### src/hw/rtl/mac_keyed_key_table_core_macros.svh
// Assertion macros for the keyed key table core.
`ifndef MAC_KEYED_KEY_TABLE_CORE_MACROS_SVH
`define MAC_KEYED_KEY_TABLE_CORE_MACROS_SVH
`ifndef SYNTHESIS
`define MKT_ASSERT_IMPL(label, clk, rstn, prop, msg) \
    label: assert property (@(posedge clk) disable iff (!rstn) prop) else $error(msg);
`define MKT_ASSERT_NEXT(label, clk, rstn, pre, post, msg) \
    label: assert property (@(posedge clk) disable iff (!rstn) (pre) |=> (post)) else $error(msg);
`else
`define MKT_ASSERT_IMPL(label, clk, rstn, prop, msg)
`define MKT_ASSERT_NEXT(label, clk, rstn, pre, post, msg)
`endif
`endif

### src/hw/rtl/mkt_pkg.sv
// ----------------------------------------------------------------------------
// mkt_pkg
// Shared types and codes for the keyed key table.
// ----------------------------------------------------------------------------
package mkt_pkg;

    // Operation codes.
    localparam logic [1:0] MODE_LOOKUP = 2'd0;
    localparam logic [1:0] MODE_ADD    = 2'd1;
    localparam logic [1:0] MODE_REMOVE = 2'd2;

    // Result status codes.
    localparam logic [1:0] ST_HIT  = 2'd0;
    localparam logic [1:0] ST_NEW  = 2'd1;
    localparam logic [1:0] ST_MISS = 2'd2;
    localparam logic [1:0] ST_FULL = 2'd3;

    // One queued request between front and back.
    typedef struct packed {
        logic [1:0]  mode;
        logic [47:0] mac;
        logic [63:0] key_high;
        logic [63:0] key_low;
    } req_t;

endpackage

### src/hw/rtl/mkt_front.sv
// ----------------------------------------------------------------------------
// mkt_front
// Input side: a two-entry request queue that accepts transactions while the
// back end is busy scanning.
// ----------------------------------------------------------------------------
module mkt_front (
    input  logic           aclk,
    input  logic           aresetn,
    input  logic           in_valid,
    output logic           in_ready,
    input  mkt_pkg::req_t  in_req,
    output logic           q_valid,
    input  logic           q_ready,
    output mkt_pkg::req_t  q_req
);

    mkt_pkg::req_t  buf_reg [2];
    logic           wr_ptr_reg, wr_ptr_next;
    logic           rd_ptr_reg, rd_ptr_next;
    logic [1:0]     cnt_reg, cnt_next;
    logic           push, pop;

    assign in_ready = (cnt_reg != 2'd2);
    assign q_valid  = (cnt_reg != 2'd0);
    assign q_req    = buf_reg[rd_ptr_reg];
    assign push     = in_valid && in_ready;
    assign pop      = q_valid && q_ready;

    // Pointer and fill bookkeeping.
    always_comb begin
        wr_ptr_next = wr_ptr_reg ^ push;
        rd_ptr_next = rd_ptr_reg ^ pop;
        cnt_next    = cnt_reg + {1'b0, push} - {1'b0, pop};
    end

    always_ff @(posedge aclk) begin
        if (!aresetn) begin
            wr_ptr_reg <= 1'b0;
            rd_ptr_reg <= 1'b0;
            cnt_reg    <= 2'd0;
        end else begin
            wr_ptr_reg <= wr_ptr_next;
            rd_ptr_reg <= rd_ptr_next;
            cnt_reg    <= cnt_next;
        end
    end

    // Payload storage needs no reset.
    always_ff @(posedge aclk) begin
        if (push) begin
            buf_reg[wr_ptr_reg] <= in_req;
        end
    end

endmodule

### src/hw/rtl/mkt_back.sv
// ----------------------------------------------------------------------------
// mkt_back
// Execution side: scans the table one slot per cycle, then applies the
// operation and holds the result in an output register.
// ----------------------------------------------------------------------------
module mkt_back #(
    parameter int ENTRIES = 16
) (
    input  logic           aclk,
    input  logic           aresetn,
    input  logic           q_valid,
    output logic           q_ready,
    input  mkt_pkg::req_t  q_req,
    output logic           m_valid,
    input  logic           m_ready,
    output logic [1:0]     m_status,
    output logic [3:0]     m_slot,
    output logic [63:0]    m_found_key_high,
    output logic [63:0]    m_found_key_low,
    output logic [4:0]     m_entry_count
);

    localparam int IW = (ENTRIES > 1) ? $clog2(ENTRIES) : 1;
    localparam int CW = $clog2(ENTRIES + 1);
    localparam logic [IW:0] LAST = (IW + 1)'(ENTRIES - 1);

    typedef enum logic [2:0] {
        S_IDLE = 3'b001,
        S_SCAN = 3'b010,
        S_DONE = 3'b100
    } state_t;

    state_t         state_reg, state_next;
    logic [ENTRIES-1:0] valid_reg;
    logic [47:0]    addr_mem [ENTRIES];
    logic [127:0]   key_mem  [ENTRIES];
    logic [CW-1:0]  count_reg;
    mkt_pkg::req_t  req_reg;
    logic [IW:0]    idx_reg;
    logic           hit_reg, free_reg;
    logic [IW-1:0]  hit_idx_reg, free_idx_reg;
    logic [47:0]    addr_rd_reg;
    logic           scan_vld_reg;
    logic [IW-1:0]  rd_idx_reg;
    logic           out_vld_reg;
    logic [1:0]     status_reg;
    logic [3:0]     slot_reg;
    logic [127:0]   okey_reg;
    logic [4:0]     ocount_reg;
    logic           out_free;

    assign out_free  = !out_vld_reg || m_ready;
    assign q_ready   = (state_reg == S_IDLE);
    assign m_valid   = out_vld_reg;
    assign m_status  = status_reg;
    assign m_slot    = slot_reg;
    assign m_found_key_high = okey_reg[127:64];
    assign m_found_key_low  = okey_reg[63:0];
    assign m_entry_count    = ocount_reg;

    // Sequencer: idle, scan every slot, then commit once the output is free.
    always_comb begin
        state_next = state_reg;
        unique case (state_reg)
            S_IDLE: if (q_valid) state_next = S_SCAN;
            S_SCAN: if (scan_vld_reg && rd_idx_reg == LAST[IW-1:0] &&
                        idx_reg > LAST) state_next = S_DONE;
            S_DONE: if (out_free) state_next = S_IDLE;
            default: state_next = S_IDLE;
        endcase
    end

    // Address memory read, one slot per cycle, registered.
    always_ff @(posedge aclk) begin
        addr_rd_reg <= addr_mem[idx_reg[IW-1:0]];
        rd_idx_reg  <= idx_reg[IW-1:0];
        if (q_valid && q_ready) begin
            req_reg <= q_req;
        end
    end

    always_ff @(posedge aclk) begin
        if (!aresetn) begin
            state_reg    <= S_IDLE;
            valid_reg    <= '0;
            count_reg    <= '0;
            idx_reg      <= '0;
            scan_vld_reg <= 1'b0;
            hit_reg      <= 1'b0;
            free_reg     <= 1'b0;
            out_vld_reg  <= 1'b0;
        end else begin
            state_reg <= state_next;
            if (out_vld_reg && m_ready && state_reg != S_DONE) out_vld_reg <= 1'b0;
            unique case (state_reg)
                S_IDLE: begin
                    idx_reg      <= '0;
                    scan_vld_reg <= 1'b0;
                    hit_reg      <= 1'b0;
                    free_reg     <= 1'b0;
                end
                S_SCAN: begin
                    if (idx_reg <= LAST) idx_reg <= idx_reg + 1'b1;
                    scan_vld_reg <= (idx_reg <= LAST);
                    if (scan_vld_reg) begin
                        if (!hit_reg && valid_reg[rd_idx_reg] &&
                            addr_rd_reg == req_reg.mac) begin
                            hit_reg     <= 1'b1;
                            hit_idx_reg <= rd_idx_reg;
                        end
                        if (!free_reg && !valid_reg[rd_idx_reg]) begin
                            free_reg     <= 1'b1;
                            free_idx_reg <= rd_idx_reg;
                        end
                    end
                end
                S_DONE: begin
                    if (out_free) begin
                        out_vld_reg <= 1'b1;
                        if (req_reg.mode == mkt_pkg::MODE_ADD && !hit_reg && free_reg) begin
                            valid_reg[free_idx_reg] <= 1'b1;
                            count_reg <= count_reg + 1'b1;
                        end else if (req_reg.mode == mkt_pkg::MODE_REMOVE && hit_reg) begin
                            valid_reg[hit_idx_reg] <= 1'b0;
                            count_reg <= count_reg - 1'b1;
                        end
                    end
                end
                default: ;
            endcase
        end
    end

    // Result and table payload writes at commit.
    always_ff @(posedge aclk) begin
        if (state_reg == S_DONE && out_free) begin
            status_reg <= mkt_pkg::ST_MISS;
            slot_reg   <= '0;
            okey_reg   <= '0;
            ocount_reg <= 5'(count_reg);
            priority if (req_reg.mode == mkt_pkg::MODE_LOOKUP) begin
                if (hit_reg) begin
                    status_reg <= mkt_pkg::ST_HIT;
                    slot_reg   <= 4'(hit_idx_reg);
                    okey_reg   <= key_mem[hit_idx_reg];
                end
            end else if (req_reg.mode == mkt_pkg::MODE_ADD) begin
                if (hit_reg) begin
                    status_reg <= mkt_pkg::ST_HIT;
                    slot_reg   <= 4'(hit_idx_reg);
                    key_mem[hit_idx_reg] <= {req_reg.key_high, req_reg.key_low};
                end else if (free_reg) begin
                    status_reg <= mkt_pkg::ST_NEW;
                    slot_reg   <= 4'(free_idx_reg);
                    ocount_reg <= 5'(count_reg + 1'b1);
                    addr_mem[free_idx_reg] <= req_reg.mac;
                    key_mem[free_idx_reg]  <= {req_reg.key_high, req_reg.key_low};
                end else begin
                    status_reg <= mkt_pkg::ST_FULL;
                end
            end else if (req_reg.mode == mkt_pkg::MODE_REMOVE) begin
                if (hit_reg) begin
                    status_reg <= mkt_pkg::ST_HIT;
                    slot_reg   <= 4'(hit_idx_reg);
                    ocount_reg <= 5'(count_reg - 1'b1);
                end
            end else begin
                status_reg <= mkt_pkg::ST_MISS;
            end
        end
    end

endmodule

### src/hw/rtl/mac_keyed_key_table_core.sv
// ----------------------------------------------------------------------------
// mac_keyed_key_table_core
// Associative table of device addresses and 128-bit keys.
// ----------------------------------------------------------------------------
// Usage: requests (mode, mac, key) enter on the s_ valid/ready channel; one
// result per request leaves on the m_ channel. A two-entry request queue
// takes new transactions while the back end works.
// Scan: each request scans all ENTRIES slots, one per cycle through the
// registered address memory read, before the result is committed to the
// output register; the back end takes no new request until that result
// is committed.
// The scan unit is the limit on rate.
// Reset empties the table at once: valid bits and the entry count clear,
// stored addresses and keys are not read until rewritten.
// When the receiver stalls, the result waits in the output register, the
// back end holds its finished request, and the front queue fills, then
// drops s_ready.
// ----------------------------------------------------------------------------
`include "mac_keyed_key_table_core_macros.svh"
module mac_keyed_key_table_core #(
    parameter int ENTRIES = 16
) (
    input  logic        aclk,
    input  logic        aresetn,
    input  logic        s_valid,
    output logic        s_ready,
    input  logic [1:0]  s_mode,
    input  logic [47:0] s_mac,
    input  logic [63:0] s_key_high,
    input  logic [63:0] s_key_low,
    output logic        m_valid,
    input  logic        m_ready,
    output logic [1:0]  m_status,
    output logic [3:0]  m_slot,
    output logic [63:0] m_found_key_high,
    output logic [63:0] m_found_key_low,
    output logic [4:0]  m_entry_count
);

    mkt_pkg::req_t in_req, q_req;
    logic          q_valid, q_ready;

    assign in_req = '{mode: s_mode, mac: s_mac, key_high: s_key_high, key_low: s_key_low};

    mkt_front u_front (
        .aclk(aclk), .aresetn(aresetn),
        .in_valid(s_valid), .in_ready(s_ready), .in_req(in_req),
        .q_valid(q_valid), .q_ready(q_ready), .q_req(q_req)
    );

    mkt_back #(.ENTRIES(ENTRIES)) u_back (
        .aclk(aclk), .aresetn(aresetn),
        .q_valid(q_valid), .q_ready(q_ready), .q_req(q_req),
        .m_valid(m_valid), .m_ready(m_ready), .m_status(m_status),
        .m_slot(m_slot), .m_found_key_high(m_found_key_high),
        .m_found_key_low(m_found_key_low), .m_entry_count(m_entry_count)
    );

    // A full-table result never reports a slot other than zero.
    `MKT_ASSERT_IMPL(a_full_slot, aclk, aresetn, (m_valid && m_status == mkt_pkg::ST_FULL) |-> (m_slot == 4'd0), "full result with nonzero slot")
    // A non-hit result (miss, new or full) never returns key bits.
    `MKT_ASSERT_IMPL(a_miss_key, aclk, aresetn, (m_valid && m_status != mkt_pkg::ST_HIT) |-> (m_found_key_high == 64'd0 && m_found_key_low == 64'd0), "key bits on non-hit")
    // A stalled result stays valid and holds its count.
    `MKT_ASSERT_NEXT(a_hold, aclk, aresetn, m_valid && !m_ready, m_valid && $stable(m_entry_count), "stalled result changed")

endmodule
### config.mk
export PLATFORM = sky130hd
export DESIGN_NAME = mac_keyed_key_table_core
export DESIGN_NICKNAME = d
export VERILOG_FILES = /design/src/hw/rtl/mkt_pkg.sv /design/src/hw/rtl/mkt_front.sv /design/src/hw/rtl/mkt_back.sv /design/src/hw/rtl/mac_keyed_key_table_core.sv
export VERILOG_INCLUDE_DIRS = /design/src /design/src/hw/rtl
export SDC_FILE = /design/constraint.sdc
export NUM_CORES = 2
export LEC_CHECK = 0
export BUFFER_PORTS_ARGS = -buffer_cell sky130_fd_sc_hd__buf_2
export CAP_MARGIN = 20
export CORE_UTILIZATION = 25
export CTS_BUF_LIST = sky130_fd_sc_hd__clkbuf_4
export DETAILED_ROUTE_END_ITERATION = 10
export GPL_TIMING_DRIVEN = 0
export PLACE_DENSITY = 0.36
export SKIP_CTS_REPAIR_TIMING = 1
export SLEW_MARGIN = 20
export SYNTH_ARGS = -nofsm -noshare
export SYNTH_HDL_FRONTEND = slang
export SYNTH_HIERARCHICAL = 1
export SYNTH_SLANG_ARGS = --single-unit
### constraint.sdc
create_clock -name aclk -period 18.49 [get_ports aclk]
set_input_delay 0.9245 -clock aclk [delete_from_list [all_inputs] [get_ports aclk]]
set_output_delay 0.9245 -clock aclk [all_outputs]
set_load 0.01 [all_outputs]
==> summary.txt <==
Outcome
  • Status: complete, no violations

GRT
  • GRT Total Usage: 0.149
  • Initial antenna violation count: 57
  • Total gr overflow: 0
  • First-pass GRT wire length: 551000 um
  • Largest net degree at the start of global routing: 61
  • Vias in the first global route: 70300

Drt
  • Total wire length: 401000 um
  • Remaining DRCs: 0
  • Final antenna-violating net count: 0
  • Wire per inst: 26.5 um
  • Vias/cell: 4.33
  • Drt pass-1 iters: 5
  • Via Count: 65500
  • DR iter-0 viols: 4771

Finish
  • Core Util, Final: 0.315
  • Layout Nets: 7569
  • Area delta synth->final: 25.1%
  • Max reg flops: 2048
  • Layout cells sized above 1: 0.430

Clock tree
  • H-tree Lvls: 7
  • CTS Buf Count: 1100
  • Worst skew pair latency: 1.71 ns
  • CTS max path bufs: 5
  • CTS clk-pin slew, worst paths: 0.06 ns
  • Clk root buf: clkbuf_4
  • CTS sink cnt: 3587
  • TritonCTS clock tree: yes

Pwr
  • Gate power share: 0.052
  • Cell Int Power: 14.6 mW
  • Pleak: 54.1 nW
  • Sequential share of power: 0.566
  • Max VDD drop: 0.000115 V
  • Switching power share of the total: 0.248
  • Sw power: 4.80 mW
  • Cell area power density: 116 nW/um^2
  • Clock power share: 0.382

Placement
  • Final GP Congestion: 0.687
  • Buffers added on ports: 322
  • Pre-CTS WS: 13.11 ns
  • DPL Wire Length: 260000 um

Floorplan
  • Initial Util: 0.251
  • Core ar.: 530000 um^2
  • Std cell rows: 267
  • Die Ht: 732 um
  • Die area: 536000 um^2
  • Chip width: 732 um
  • # IOs: 323

STA
  • Highest Clock Rate: 189 MHz
  • Worst Clk Skew: 0.216 ns
  • Fin crit period: 5.30 ns
  • Worst Max-Slew Pin Slew: 1.15 ns
  • Post-route setup slack: 13.19 ns
  • Slew Limit Headroom: 0.231
  • Final Max Slew Viols: 0
  • Final hold viol count: 0
  • Period utilization: 0.287
  • RSZ-0062 raised after global routing: false
  • Final setup fails: 0

Synthesis
  • Async set-reset flop share out of synthesis: 0
  • Yosys top cell by area: edfxtp_1
  • Synthesized area per cell: 24.9 um^2
  • Synth top cells by count: edfxtp_1 (3497), mux4_2 (884), nor2b_1 (138)
  • Most numerous cell in the Yosys netlist: edfxtp_1
  • Flops & latches, synth: 3587
  • Post-synth top area share: 0.789
  • Post-Syn Nets: 5542
  • Top post-synthesis cells by area: edfxtp_1 (79%), mux4_2 (15%), dfxtp_1 (1.4%), mux2_4 (1.1%), mux2_2 (0.65%)
  • Post-synth EDFFs: 3497
  • Post-Synthesis Cell Area: 133000 um^2
  • Yosys cell types: 51
  • Post-synthesis sequential area ratio: 0.802
  • Ys flop type: edfxtp_1
  • Synth warn: 6
  • Post-Synthesis Cells: 5354

Worst setup path
  • Crit Path Max Fanout: 14
  • CP Capture Type: register
  • CP required: 19.85 ns
  • CP Data Arrival Time: 6.66 ns
  • Worst setup path class: reg -> reg
  • Critical Path Start Type: register

Run
  • Max cap viols: 0

Worst hold path
  • HP Class: in -> reg
-- final timing paths --
kind,startpoint,to,slack [ns],cells after the start
worst max-delay path,u_back/hit_idx_reg[2],u_back/key_mem[15][75],13.19,12
worst max register to register,u_back/hit_idx_reg[2],u_back/key_mem[15][75],13.19,12
worst min register to register,u_back/idx_reg[3],u_back/rd_idx_reg[3],0.36,0
worst min-delay path,s_key_low[7],u_front/buf_reg[0][7],0.13,2
-- cells by family after synthesis --
kind of cell | after synthesis | share of synthesized area
compound gates | 71 | 0.00355
flops | 3587 | 0.802
mux | 1071 | 0.168
fa+ha+maj | 6 | 0.000564
xor+xnor | 58 | 0.00382
buf+inv | 253 | 0.00890
simple gates | 308 | 0.0129
-- placed cells by master (no fill, tap or decap), drive strengths merged, types with 53 or more instances in the layout --
master	count
buf	704
clkbuf	1739
clkinv	161
dfxtp	90
dlygate4sd3	339
edfxtp	3497
mux2	178
mux4	884
nor2	53
nor2b	138
-- final cells by class --
class,instances,area [um^2]
flip-flops and latches,3587,107000
inverters,8,45.0
plain buffers,245,1190
fillers,51100,363000
repair buffers,925,11300
clock inverters,186,872
clock buffers,1612,12100
multi-input cells,1514,25400
diodes,43,108
well taps,6994,8750
-- worst max-delay path, stage by stage (launching register included) --
cell      delay [ns]
edfxtp_1        0.32
clkbuf_2        0.50
clkbuf_2        0.70
buf_1           0.90
nand2_1         0.32
mux2i_1         0.26
nand2_1         0.27
nor2_4          0.72
buf_16          0.25
buf_12          0.20
buf_12          0.20
buf_16          0.17
buf_16          0.16
-- per-stage QoR --
step	instances	cell area (um^2)	setup TNS [ns]	power [mW]	hold slack [ns]
after floorplan	5354	133000	0	11.3	0.329
after global placement	12700	144000	-2958.81	12.2	0.342
after detailed placement	12900	150000	0	12.2	0.347
after CTS	14700	163000	0	19.8	-0.950
after global routing	15100	167000	0	20.3	-0.0232
final	15100	167000	0	19.4	0.134
-- layer usage --
| metal | track usage | wire [um] | vias to the layer above |
|---|---|---|---|
| met2 | 0.249 | 199000 | 2067 |
| met1 | 0.189 | 169000 | 34900 |
| met5 | 0 | 12 | - |
| li1 | - | - | 27600 |
| met3 | 0.0333 | 20600 | 890 |
| met4 | 0.0573 | 11600 | 2 |
-- power groups by stage --
stage               Combinational (mW)  Clock, mW  Sequential, mW
floorplan                        0.463          0            10.9
finish                            1.01       7.40            11.0
detailed placement                1.01          0            11.2
CTS                               1.01       7.75            11.0
global placement                 0.934          0            11.2
global route                      1.09       8.13            11.1
(Power assumes the default switching activity.)
